--- config.mk ---
export PLATFORM = sky130hd
export DESIGN_NAME = rtc_match_counter_registers_flat
export DESIGN_NICKNAME = d
export VERILOG_FILES = /design/src/hw/rtl/rtcm_pkg.sv /design/src/hw/rtl/rtcm_if.sv /design/src/hw/rtl/rtcm_core.sv /design/src/hw/rtl/rtc_match_counter_registers.sv /design/src/flat_wrapper.sv
export SDC_FILE = /design/constraint.sdc
export NUM_CORES = 1
export LEC_CHECK = 0
export ABC_AREA = 1
export BUFFER_PORTS_ARGS = -buffer_cell sky130_fd_sc_hd__buf_2
export CORE_ASPECT_RATIO = 0.75
export CORE_MARGIN = 5
export CORE_UTILIZATION = 43
export CTS_BUF_LIST = sky130_fd_sc_hd__clkbuf_8
export DETAILED_ROUTE_END_ITERATION = 16
export PLACE_DENSITY_LB_ADDON = 0.25
export SETUP_SLACK_MARGIN = 0.4
export SKIP_CTS_REPAIR_TIMING = 1
export SYNTH_ARGS = -nofsm -noshare
export SYNTH_HDL_FRONTEND = slang
export SYNTH_SLANG_ARGS = --single-unit
--- constraint.sdc ---
create_clock -name clk -period 2.5 [get_ports clk]
set_clock_uncertainty 0.1 [all_clocks]
set_input_delay 0 -clock clk [delete_from_list [all_inputs] [get_ports clk]]
set_output_delay 0 -clock clk [all_outputs]
set_load 0.02 [all_outputs]
--- src/hw/rtl/rtcm_pkg.sv ---
// Shared types and constants for the seconds real-time clock block.
// Holds the beat payload structs, command codes, register map and ID bytes.
// No dependencies.
`timescale 1ns / 1ps

package rtcm_pkg;

	localparam int unsigned DATA_W = 32;
	localparam int unsigned OFFS_W = 12;
	localparam int unsigned WADDR_W = OFFS_W - 2;

	typedef enum logic [1:0] {
		FUNC_TICK  = 2'd0,
		FUNC_READ  = 2'd1,
		FUNC_WRITE = 2'd2,
		FUNC_NONE  = 2'd3
	} func_t;

	// word addresses (byte offset >> 2)
	localparam logic [WADDR_W-1:0] REG_DATA  = 10'h000;
	localparam logic [WADDR_W-1:0] REG_MATCH = 10'h001;
	localparam logic [WADDR_W-1:0] REG_LOAD  = 10'h002;
	localparam logic [WADDR_W-1:0] REG_CTRL  = 10'h003;
	localparam logic [WADDR_W-1:0] REG_MASK  = 10'h004;
	localparam logic [WADDR_W-1:0] REG_RAW   = 10'h005;
	localparam logic [WADDR_W-1:0] REG_MIS   = 10'h006;
	localparam logic [WADDR_W-1:0] REG_CLEAR = 10'h007;

	// identification window 0xfe0..0xffc: eight words
	localparam logic [WADDR_W-4:0] ID_WIN = 7'h7f;

	typedef struct packed {
		logic [1:0]        func;
		logic [OFFS_W-1:0] offset;
		logic [DATA_W-1:0] write_data;
	} item_t;

	typedef struct packed {
		logic [DATA_W-1:0] read_data;
		logic              irq_level;
	} result_t;

	function automatic logic [7:0] id_byte(input logic [2:0] idx);
		logic [7:0] b;
		case (idx)
			3'd0:    b = 8'h31;
			3'd1:    b = 8'h10;
			3'd2:    b = 8'h04;
			3'd3:    b = 8'h00;
			3'd4:    b = 8'h0d;
			3'd5:    b = 8'hf0;
			3'd6:    b = 8'h05;
			3'd7:    b = 8'hb1;
			default: b = 8'h00;
		endcase
		return b;
	endfunction

endpackage

--- src/hw/rtl/rtcm_if.sv ---
// Valid/ready channel interfaces for request and response beats.
// Depends on rtcm_pkg for field widths.
`timescale 1ns / 1ps

interface rtcm_req_if
	import rtcm_pkg::*;
();
	logic              valid;
	logic              ready;
	logic [1:0]        func;
	logic [OFFS_W-1:0] offset;
	logic [DATA_W-1:0] write_data;

	modport source (output valid, func, offset, write_data, input ready);
	modport sink   (input valid, func, offset, write_data, output ready);
endinterface

interface rtcm_rsp_if
	import rtcm_pkg::*;
();
	logic              valid;
	logic              ready;
	logic [DATA_W-1:0] read_data;
	logic              irq_level;

	modport source (output valid, read_data, irq_level, input ready);
	modport sink   (input valid, read_data, irq_level, output ready);
endinterface

--- src/hw/rtl/rtcm_core.sv ---
// Register file, seconds counter and match logic of the real-time clock.
// Processes one beat per advance; depends on rtcm_pkg.
`timescale 1ns / 1ps

module rtcm_core
	import rtcm_pkg::*;
(
	input  logic    clk,
	input  logic    arst_n,
	input  logic    advance,
	input  item_t   item,
	output result_t result
);

	logic [DATA_W-1:0] cnt_q, match_q, load_q, sum_q;
	logic              run_q, mask_q, raw_q;
	logic [DATA_W-1:0] cnt_d, match_d, load_d, sum_d, sum_inc, rd;
	logic              run_d, mask_d, raw_d;
	logic [WADDR_W-1:0] waddr;

	assign waddr   = item.offset[OFFS_W-1:2];
	assign sum_inc = sum_q + DATA_W'(1);

	always_comb begin
		cnt_d   = cnt_q;
		match_d = match_q;
		load_d  = load_q;
		sum_d   = sum_q;
		run_d   = run_q;
		mask_d  = mask_q;
		raw_d   = raw_q;
		rd      = '0;
		case (func_t'(item.func))
			FUNC_TICK: begin
				if (run_q) begin
					cnt_d = cnt_q + DATA_W'(1);
					sum_d = sum_inc;
					if (sum_inc == match_q) begin
						raw_d = 1'b1;
					end
				end
			end
			FUNC_READ: begin
				case (waddr)
					REG_DATA:  rd = sum_q;
					REG_MATCH: rd = match_q;
					REG_LOAD:  rd = load_q;
					REG_CTRL:  rd = DATA_W'(run_q);
					REG_MASK:  rd = DATA_W'(mask_q);
					REG_RAW:   rd = DATA_W'(raw_q);
					REG_MIS:   rd = DATA_W'(raw_q & ~mask_q);
					default: begin
						if (waddr[WADDR_W-1:3] == ID_WIN) begin
							rd = DATA_W'(id_byte(waddr[2:0]));
						end
					end
				endcase
			end
			FUNC_WRITE: begin
				case (waddr)
					REG_MATCH: match_d = item.write_data;
					REG_LOAD: begin
						load_d = item.write_data;
						sum_d  = cnt_q + item.write_data;
					end
					REG_CTRL: begin
						cnt_d = '0;
						sum_d = load_q;
						run_d = item.write_data[0];
					end
					REG_MASK:  mask_d = item.write_data[0];
					REG_CLEAR: begin
						if (item.write_data[0]) begin
							raw_d = 1'b0;
						end
					end
					default: ;
				endcase
			end
			default: ;
		endcase
	end

	assign result.read_data = rd;
	assign result.irq_level = raw_d & ~mask_d;

	always_ff @(posedge clk or negedge arst_n) begin
		if (!arst_n) begin
			cnt_q   <= '0;
			match_q <= '0;
			load_q  <= '0;
			sum_q   <= '0;
			run_q   <= 1'b0;
			mask_q  <= 1'b0;
			raw_q   <= 1'b0;
		end else if (advance) begin
			cnt_q   <= cnt_d;
			match_q <= match_d;
			load_q  <= load_d;
			sum_q   <= sum_d;
			run_q   <= run_d;
			mask_q  <= mask_d;
			raw_q   <= raw_d;
		end
	end

	assert property (@(posedge clk) disable iff (!arst_n)
		sum_q == cnt_q + load_q)
		else $error("data sum out of step with counter and load");

	assert property (@(posedge clk) disable iff (!arst_n)
		!advance |=> $stable(cnt_q) && $stable(raw_q) && $stable(run_q))
		else $error("state changed without a beat");

	assert property (@(posedge clk) disable iff (!arst_n)
		advance && !run_q |=> $stable(cnt_q))
		else $error("counter moved while stopped");

endmodule

--- src/hw/rtl/rtc_match_counter_registers.sv ---
// Top level of the seconds real-time clock with match interrupt.
// Request beat register, core logic and response register; needs rtcm_pkg,
// rtcm_req_if, rtcm_rsp_if and rtcm_core.
//
// Usage:
//   req carries one beat per tick, register read or register write
//   (func, offset, write_data); rsp returns exactly one beat per request
//   (read_data, irq_level), in order.
//   Path: a request accepted into the input register is processed by the
//   core and its response is held in the response register.
//   Throughput: one beat per cycle while rsp is not held off; the counter
//   update, the add of the data sum and the match compare all fit between
//   the two registers, with the data sum kept in a register of its own so a
//   tick needs no add of counter and load, only increments and one compare.
//   Stall: while rsp is held off, the response register keeps its beat,
//   the input register holds the next one and req.ready drops once both
//   are full; no beat is lost or repeated.
//   Reset (arst_n low): counter, match, load, control, mask and raw status
//   clear to zero and both registers empty.
`timescale 1ns / 1ps

module rtc_match_counter_registers
	import rtcm_pkg::*;
(
	input logic        clk,
	input logic        arst_n,
	rtcm_req_if.sink   req,
	rtcm_rsp_if.source rsp
);

	logic    valid_s1, out_valid_q, advance;
	item_t   item_s1;
	result_t result, result_q;

	assign advance   = valid_s1 && (!out_valid_q || rsp.ready);
	assign req.ready = !valid_s1 || advance;

	always_ff @(posedge clk or negedge arst_n) begin
		if (!arst_n) begin
			valid_s1 <= 1'b0;
		end else if (req.ready) begin
			valid_s1 <= req.valid;
		end
	end

	always_ff @(posedge clk) begin
		if (req.valid && req.ready) begin
			item_s1.func       <= req.func;
			item_s1.offset     <= req.offset;
			item_s1.write_data <= req.write_data;
		end
	end

	rtcm_core u_core (
		.clk    (clk),
		.arst_n (arst_n),
		.advance(advance),
		.item   (item_s1),
		.result (result)
	);

	always_ff @(posedge clk or negedge arst_n) begin
		if (!arst_n) begin
			out_valid_q <= 1'b0;
		end else if (advance) begin
			out_valid_q <= 1'b1;
		end else if (rsp.ready) begin
			out_valid_q <= 1'b0;
		end
	end

	always_ff @(posedge clk) begin
		if (advance) begin
			result_q <= result;
		end
	end

	assign rsp.valid     = out_valid_q;
	assign rsp.read_data = result_q.read_data;
	assign rsp.irq_level = result_q.irq_level;

	assert property (@(posedge clk) disable iff (!arst_n)
		advance |=> out_valid_q)
		else $error("processed beat did not reach response register");

	assert property (@(posedge clk) disable iff (!arst_n)
		valid_s1 && !advance |=> valid_s1 && $stable(item_s1))
		else $error("stalled request beat lost");

	assert property (@(posedge clk) disable iff (!arst_n)
		!valid_s1 |-> req.ready)
		else $error("empty input register refused a beat");

	assert property (@(posedge clk) disable iff (!arst_n)
		out_valid_q && rsp.ready && !advance |=> !out_valid_q)
		else $error("response beat repeated");

endmodule
--- src/flat_wrapper.sv ---
// flat-port wrapper written by rule: the top's interface ports become plain ports
module rtc_match_counter_registers_flat import rtcm_pkg::*;
  (clk, arst_n, req_valid, req_func, req_offset, req_write_data, req_ready, rsp_valid, rsp_read_data, rsp_irq_level, rsp_ready);
  rtcm_req_if req_i ();
  rtcm_rsp_if rsp_i ();
  input logic clk;
  input logic arst_n;
  input wire logic [$bits(req_i.valid)-1:0] req_valid;
  input wire logic [$bits(req_i.func)-1:0] req_func;
  input wire logic [$bits(req_i.offset)-1:0] req_offset;
  input wire logic [$bits(req_i.write_data)-1:0] req_write_data;
  output wire logic [$bits(req_i.ready)-1:0] req_ready;
  output wire logic [$bits(rsp_i.valid)-1:0] rsp_valid;
  output wire logic [$bits(rsp_i.read_data)-1:0] rsp_read_data;
  output wire logic [$bits(rsp_i.irq_level)-1:0] rsp_irq_level;
  input wire logic [$bits(rsp_i.ready)-1:0] rsp_ready;
  assign req_i.valid = req_valid;
  assign req_i.func = req_func;
  assign req_i.offset = req_offset;
  assign req_i.write_data = req_write_data;
  assign req_ready = req_i.ready;
  assign rsp_valid = rsp_i.valid;
  assign rsp_read_data = rsp_i.read_data;
  assign rsp_irq_level = rsp_i.irq_level;
  assign rsp_i.ready = rsp_ready;
  rtc_match_counter_registers u_core (.clk(clk), .arst_n(arst_n), .req(req_i), .rsp(rsp_i));
endmodule
==> summary.md <==
| Metric | Value |
|---|---|
| Core Area | 30300 sq um |
| Pwr dens | 638 nW/um^2 |
| Dpl ws | -0.0841 ns |
| First-pass GRT wire length | 68.9 mm |
| CTS max path bufs | 3 |
| Period utilization | 1.03 |
| Row count | 55 |
| ANT nets after route | 0 |
| Vias | 14500 |
| Post-synth EDFFs | 77 |
| Clock-pin slew on the worst setup and hold paths | 0.06 ns |
| Max Clk Rate | 390 MHz |
| Layout cell share with drive strength beyond 1 | 0.342 |
| Fin. Hold Viols | 0 |
| Syn_nets | 1877 |
| DRC | 0 |
| Final Max Tran Viols | 0 |
| Hold Startpoint | req_write_data[3] |
| Area taken by multi-input logic gates | 8330 sq um |
| CP Max Fanout | 4 |
| Reg-to-reg endpoint | u_core.rsp.irq_level |
| Total negative slack | -0.0882 ns |
| VDD IR max | 503 uV |
| Leak | 8.87 nW |
| Post-synth ARST share | 0.613 |
| Top_reg_cell synth | dfrtp_1 |
| Chip width | 213 um |
| Initial antenna violation count | 0 |
| Global Route Usage Sum | 0.255 |
| DRT Pass-1 Iters | 7 |
| P&R area growth vs syn | 48.5% |
| Largest net degree at the start of global routing | 65 |
| Via/cell ratio | 5.59 |
| Max-slew headroom | 0.543 |
| Clock latency on the worst-skew pair | 0.60 ns |
| Final WS setup | -0.0656 ns |
| Design Area, Final | 19700 sq um |
| Final setup viols | 2 |
| H-tree levels | 2 |
| FF-to-FF setup slack | -0.07 ns |
| Status | finished with violations |
| CTS root buffer | clkbuf_8 |
| Placed cell area | 15300 sq um |
| Overflow left after global routing | 0 |
| Avg WL per Cell | 20.3 um |
| PortBufs | 82 |
| Worst slew pin tran | 0.686 ns |
| Initial Utilization | 0.438 |
| Post-layout min period | 2.57 ns |
| Worst EP required | 2.84 ns |
| Synthesized cell area | 13300 sq um |
| Maxcap violations | 0 |
| Final HPWL DP | 33.9 mm |
| Failing checks | negative setup slack |
| Crit end category | register |
| WS Path Type | reg2reg |
| Num CTS Buffers | 37 |
| Storage cell area | 5780 sq um |
| Arr. time, crit path | 2.90 ns |
| 1st-iter DRT viols | 1558 |
| Nets@finish | 2243 |
| Overall power | 12.6 mW |
| Post-synthesis sequential area ratio | 0.436 |
| Fill cells | 2528 |
| Vias in the first global route | 12600 |
| RR Startpoint | u_core.u_core.sum_q[0] |
| Full die area | 34500 sq um |
| R2R cell count | 17 |
| Worst hold-check path type | in2reg |
| Routability cong. | 1.01 |
| Min-Delay Path Depth | 2 |
| Gate Count Post-Synth | 1793 |
| Clk sinks | 217 |
| Syn Area/Cell | 7.40 sq um |
| Hold EP | u_core.item_s1[3] |
| # diodes | 0 |
| Final WL | 52.6 mm |
| RSZ-0062 raised after global routing | yes |
| Die Y-Extent | 162 um |
| CTS tree | yes |
| Post-synth cell types | 49 |
| Setup crit start kind | register |
| IO Pins | 85 |
| Yosys warns | 0 |
| Synthesis-stage register bit count | 217 |
-- worst max-delay path by stage --
stage	startpoint	endpoint	slack (ns)	cells past startpoint
after floorplan	u_core.u_core.cnt_q[0]	u_core.u_core.sum_q[30]	0.31	17
after global placement	u_core.item_s1[3]	u_core.u_core.sum_q[17]	-0.02	12
after CTS	u_core.item_s1[8]	u_core.u_core.sum_q[17]	-0.11	12
after global routing	u_core.u_core.sum_q[0]	u_core.rsp.irq_level	-0.20	18
after detailed placement	u_core.item_s1[8]	u_core.u_core.sum_q[17]	-0.08	12
final	u_core.u_core.sum_q[0]	u_core.rsp.irq_level	-0.07	17
-- cells in the final DEF (no fill, tap or decap), types with 16 or more instances in the layout --
cell type,count
nand2_1,449
inv_1,245
buf_4,180
dfrtp_1,130
nor2_1,91
o21ai_0,88
buf_2,81
nand3_1,77
edfxtp_1,77
nand2_2,62
dlygate4sd3_1,48
o21ai_1,46
clkbuf_8,44
a21oi_1,40
nand2_4,34
nor2_2,31
nand3_2,29
buf_6,29
xor2_1,27
nor3_1,24
a21oi_2,24
ha_4,24
o21ai_2,23
buf_12,18
nor2_4,16
-- where the power goes --
group	internal (mW)	total [mW]	switching, mW
sequential	4.15	4.64	0.486
clock	1.72	3.31	1.59
combinational	1.92	4.63	2.70
-- routing by layer --
metal | global-route usage | part of all wire
met1 | 0.376 | 0.42
met2 | 0.376 | 0.45
met3 | 0.0527 | 0.099
met4 | 0.0817 | 0.026
met5 | 0.00144 | 0
-- cell type report --
type | instances | area share
sequential | 217 | 0.293
inverter | 250 | 0.0498
multi-input combinational | 1276 | 0.423
timing repair buffer | 371 | 0.166
timing repair inverter | 6 | 0.00495
clock inverter | 22 | 0.00692
tap | 399 | 0.0253
clock buffer | 44 | 0.0307
-- synth_stat cells (6+ instances only) --
library cell	number	area, sq um
nor2_1	129	484
nor3_1	40	200
nor4_1	12	75.1
o21ai_0	155	776
o211ai_1	13	97.6
nand3_1	110	551
a21oi_1	76	380
nand2_1	543	2040
inv_1	246	923
clkbuf_1	40	150
nand4_1	14	87.6
dfrtp_1	133	3330
o22ai_1	7	43.8
ha_1	33	413
o31ai_1	18	135
xor2_1	30	263
o221ai_1	22	193
nor2_2	6	37.5
dfxtp_1	7	140
o21bai_1	10	75.1
edfxtp_1	77	2310
buf_2	6	30.0
-- worst max-delay path: stages (launching register included) --
cell and delay, ns:
dfrtp_1 0.42, ha_2 0.22, nand2_2 0.08, nor2_4 0.21, nand2_4 0.10, buf_6 0.13
nand2_4 0.05, and2_4 0.14, nor2_2 0.03, nor2_1 0.13, nand2_2 0.11, nor2_1 0.11
nand2_1 0.07, nor2_2 0.10, nand3_2 0.16, nand2_2 0.13, nand2_2 0.04, nor2_1 0.09
-- per-stage QoR --
stage,cells,hold WS [ns],utilization
finish,2585,0.0208,0.651
global route,2585,0.00622,0.651
CTS,2447,-0.671,0.529
detailed placement,2381,-0.0411,0.505
global placement,2381,-0.0419,0.505
floorplan,1793,-0.396,-
-- flip-flops by register name (all words and copies together), names as in the netlist, named ones only --
name                   count
u_core.item_s1            44
u_core.valid_s1            1
u_core.u_core.raw_q        1
u_core.rsp.irq_level       1
u_core.u_core.mask_q       1
u_core.rsp.read_data      32
u_core.u_core.sum_q       32
u_core.u_core.match_q     32
u_core.u_core.load_q      32
u_core.rsp.valid           1
u_core.u_core.run_q        1
u_core.u_core.cnt_q       32
-- cells by family after synthesis --
kind of cell	after synthesis	share of synthesized area
buffers and inverters	300	0.0857
AO/OA/AOI/OAI	328	0.145
adder cells (fa/ha/maj)	34	0.0326
AND/OR/NAND/NOR	878	0.277
flip-flops	217	0.436
XOR/XNOR	36	0.0248
No activity file was read; power rests on OpenSTA's default activity.
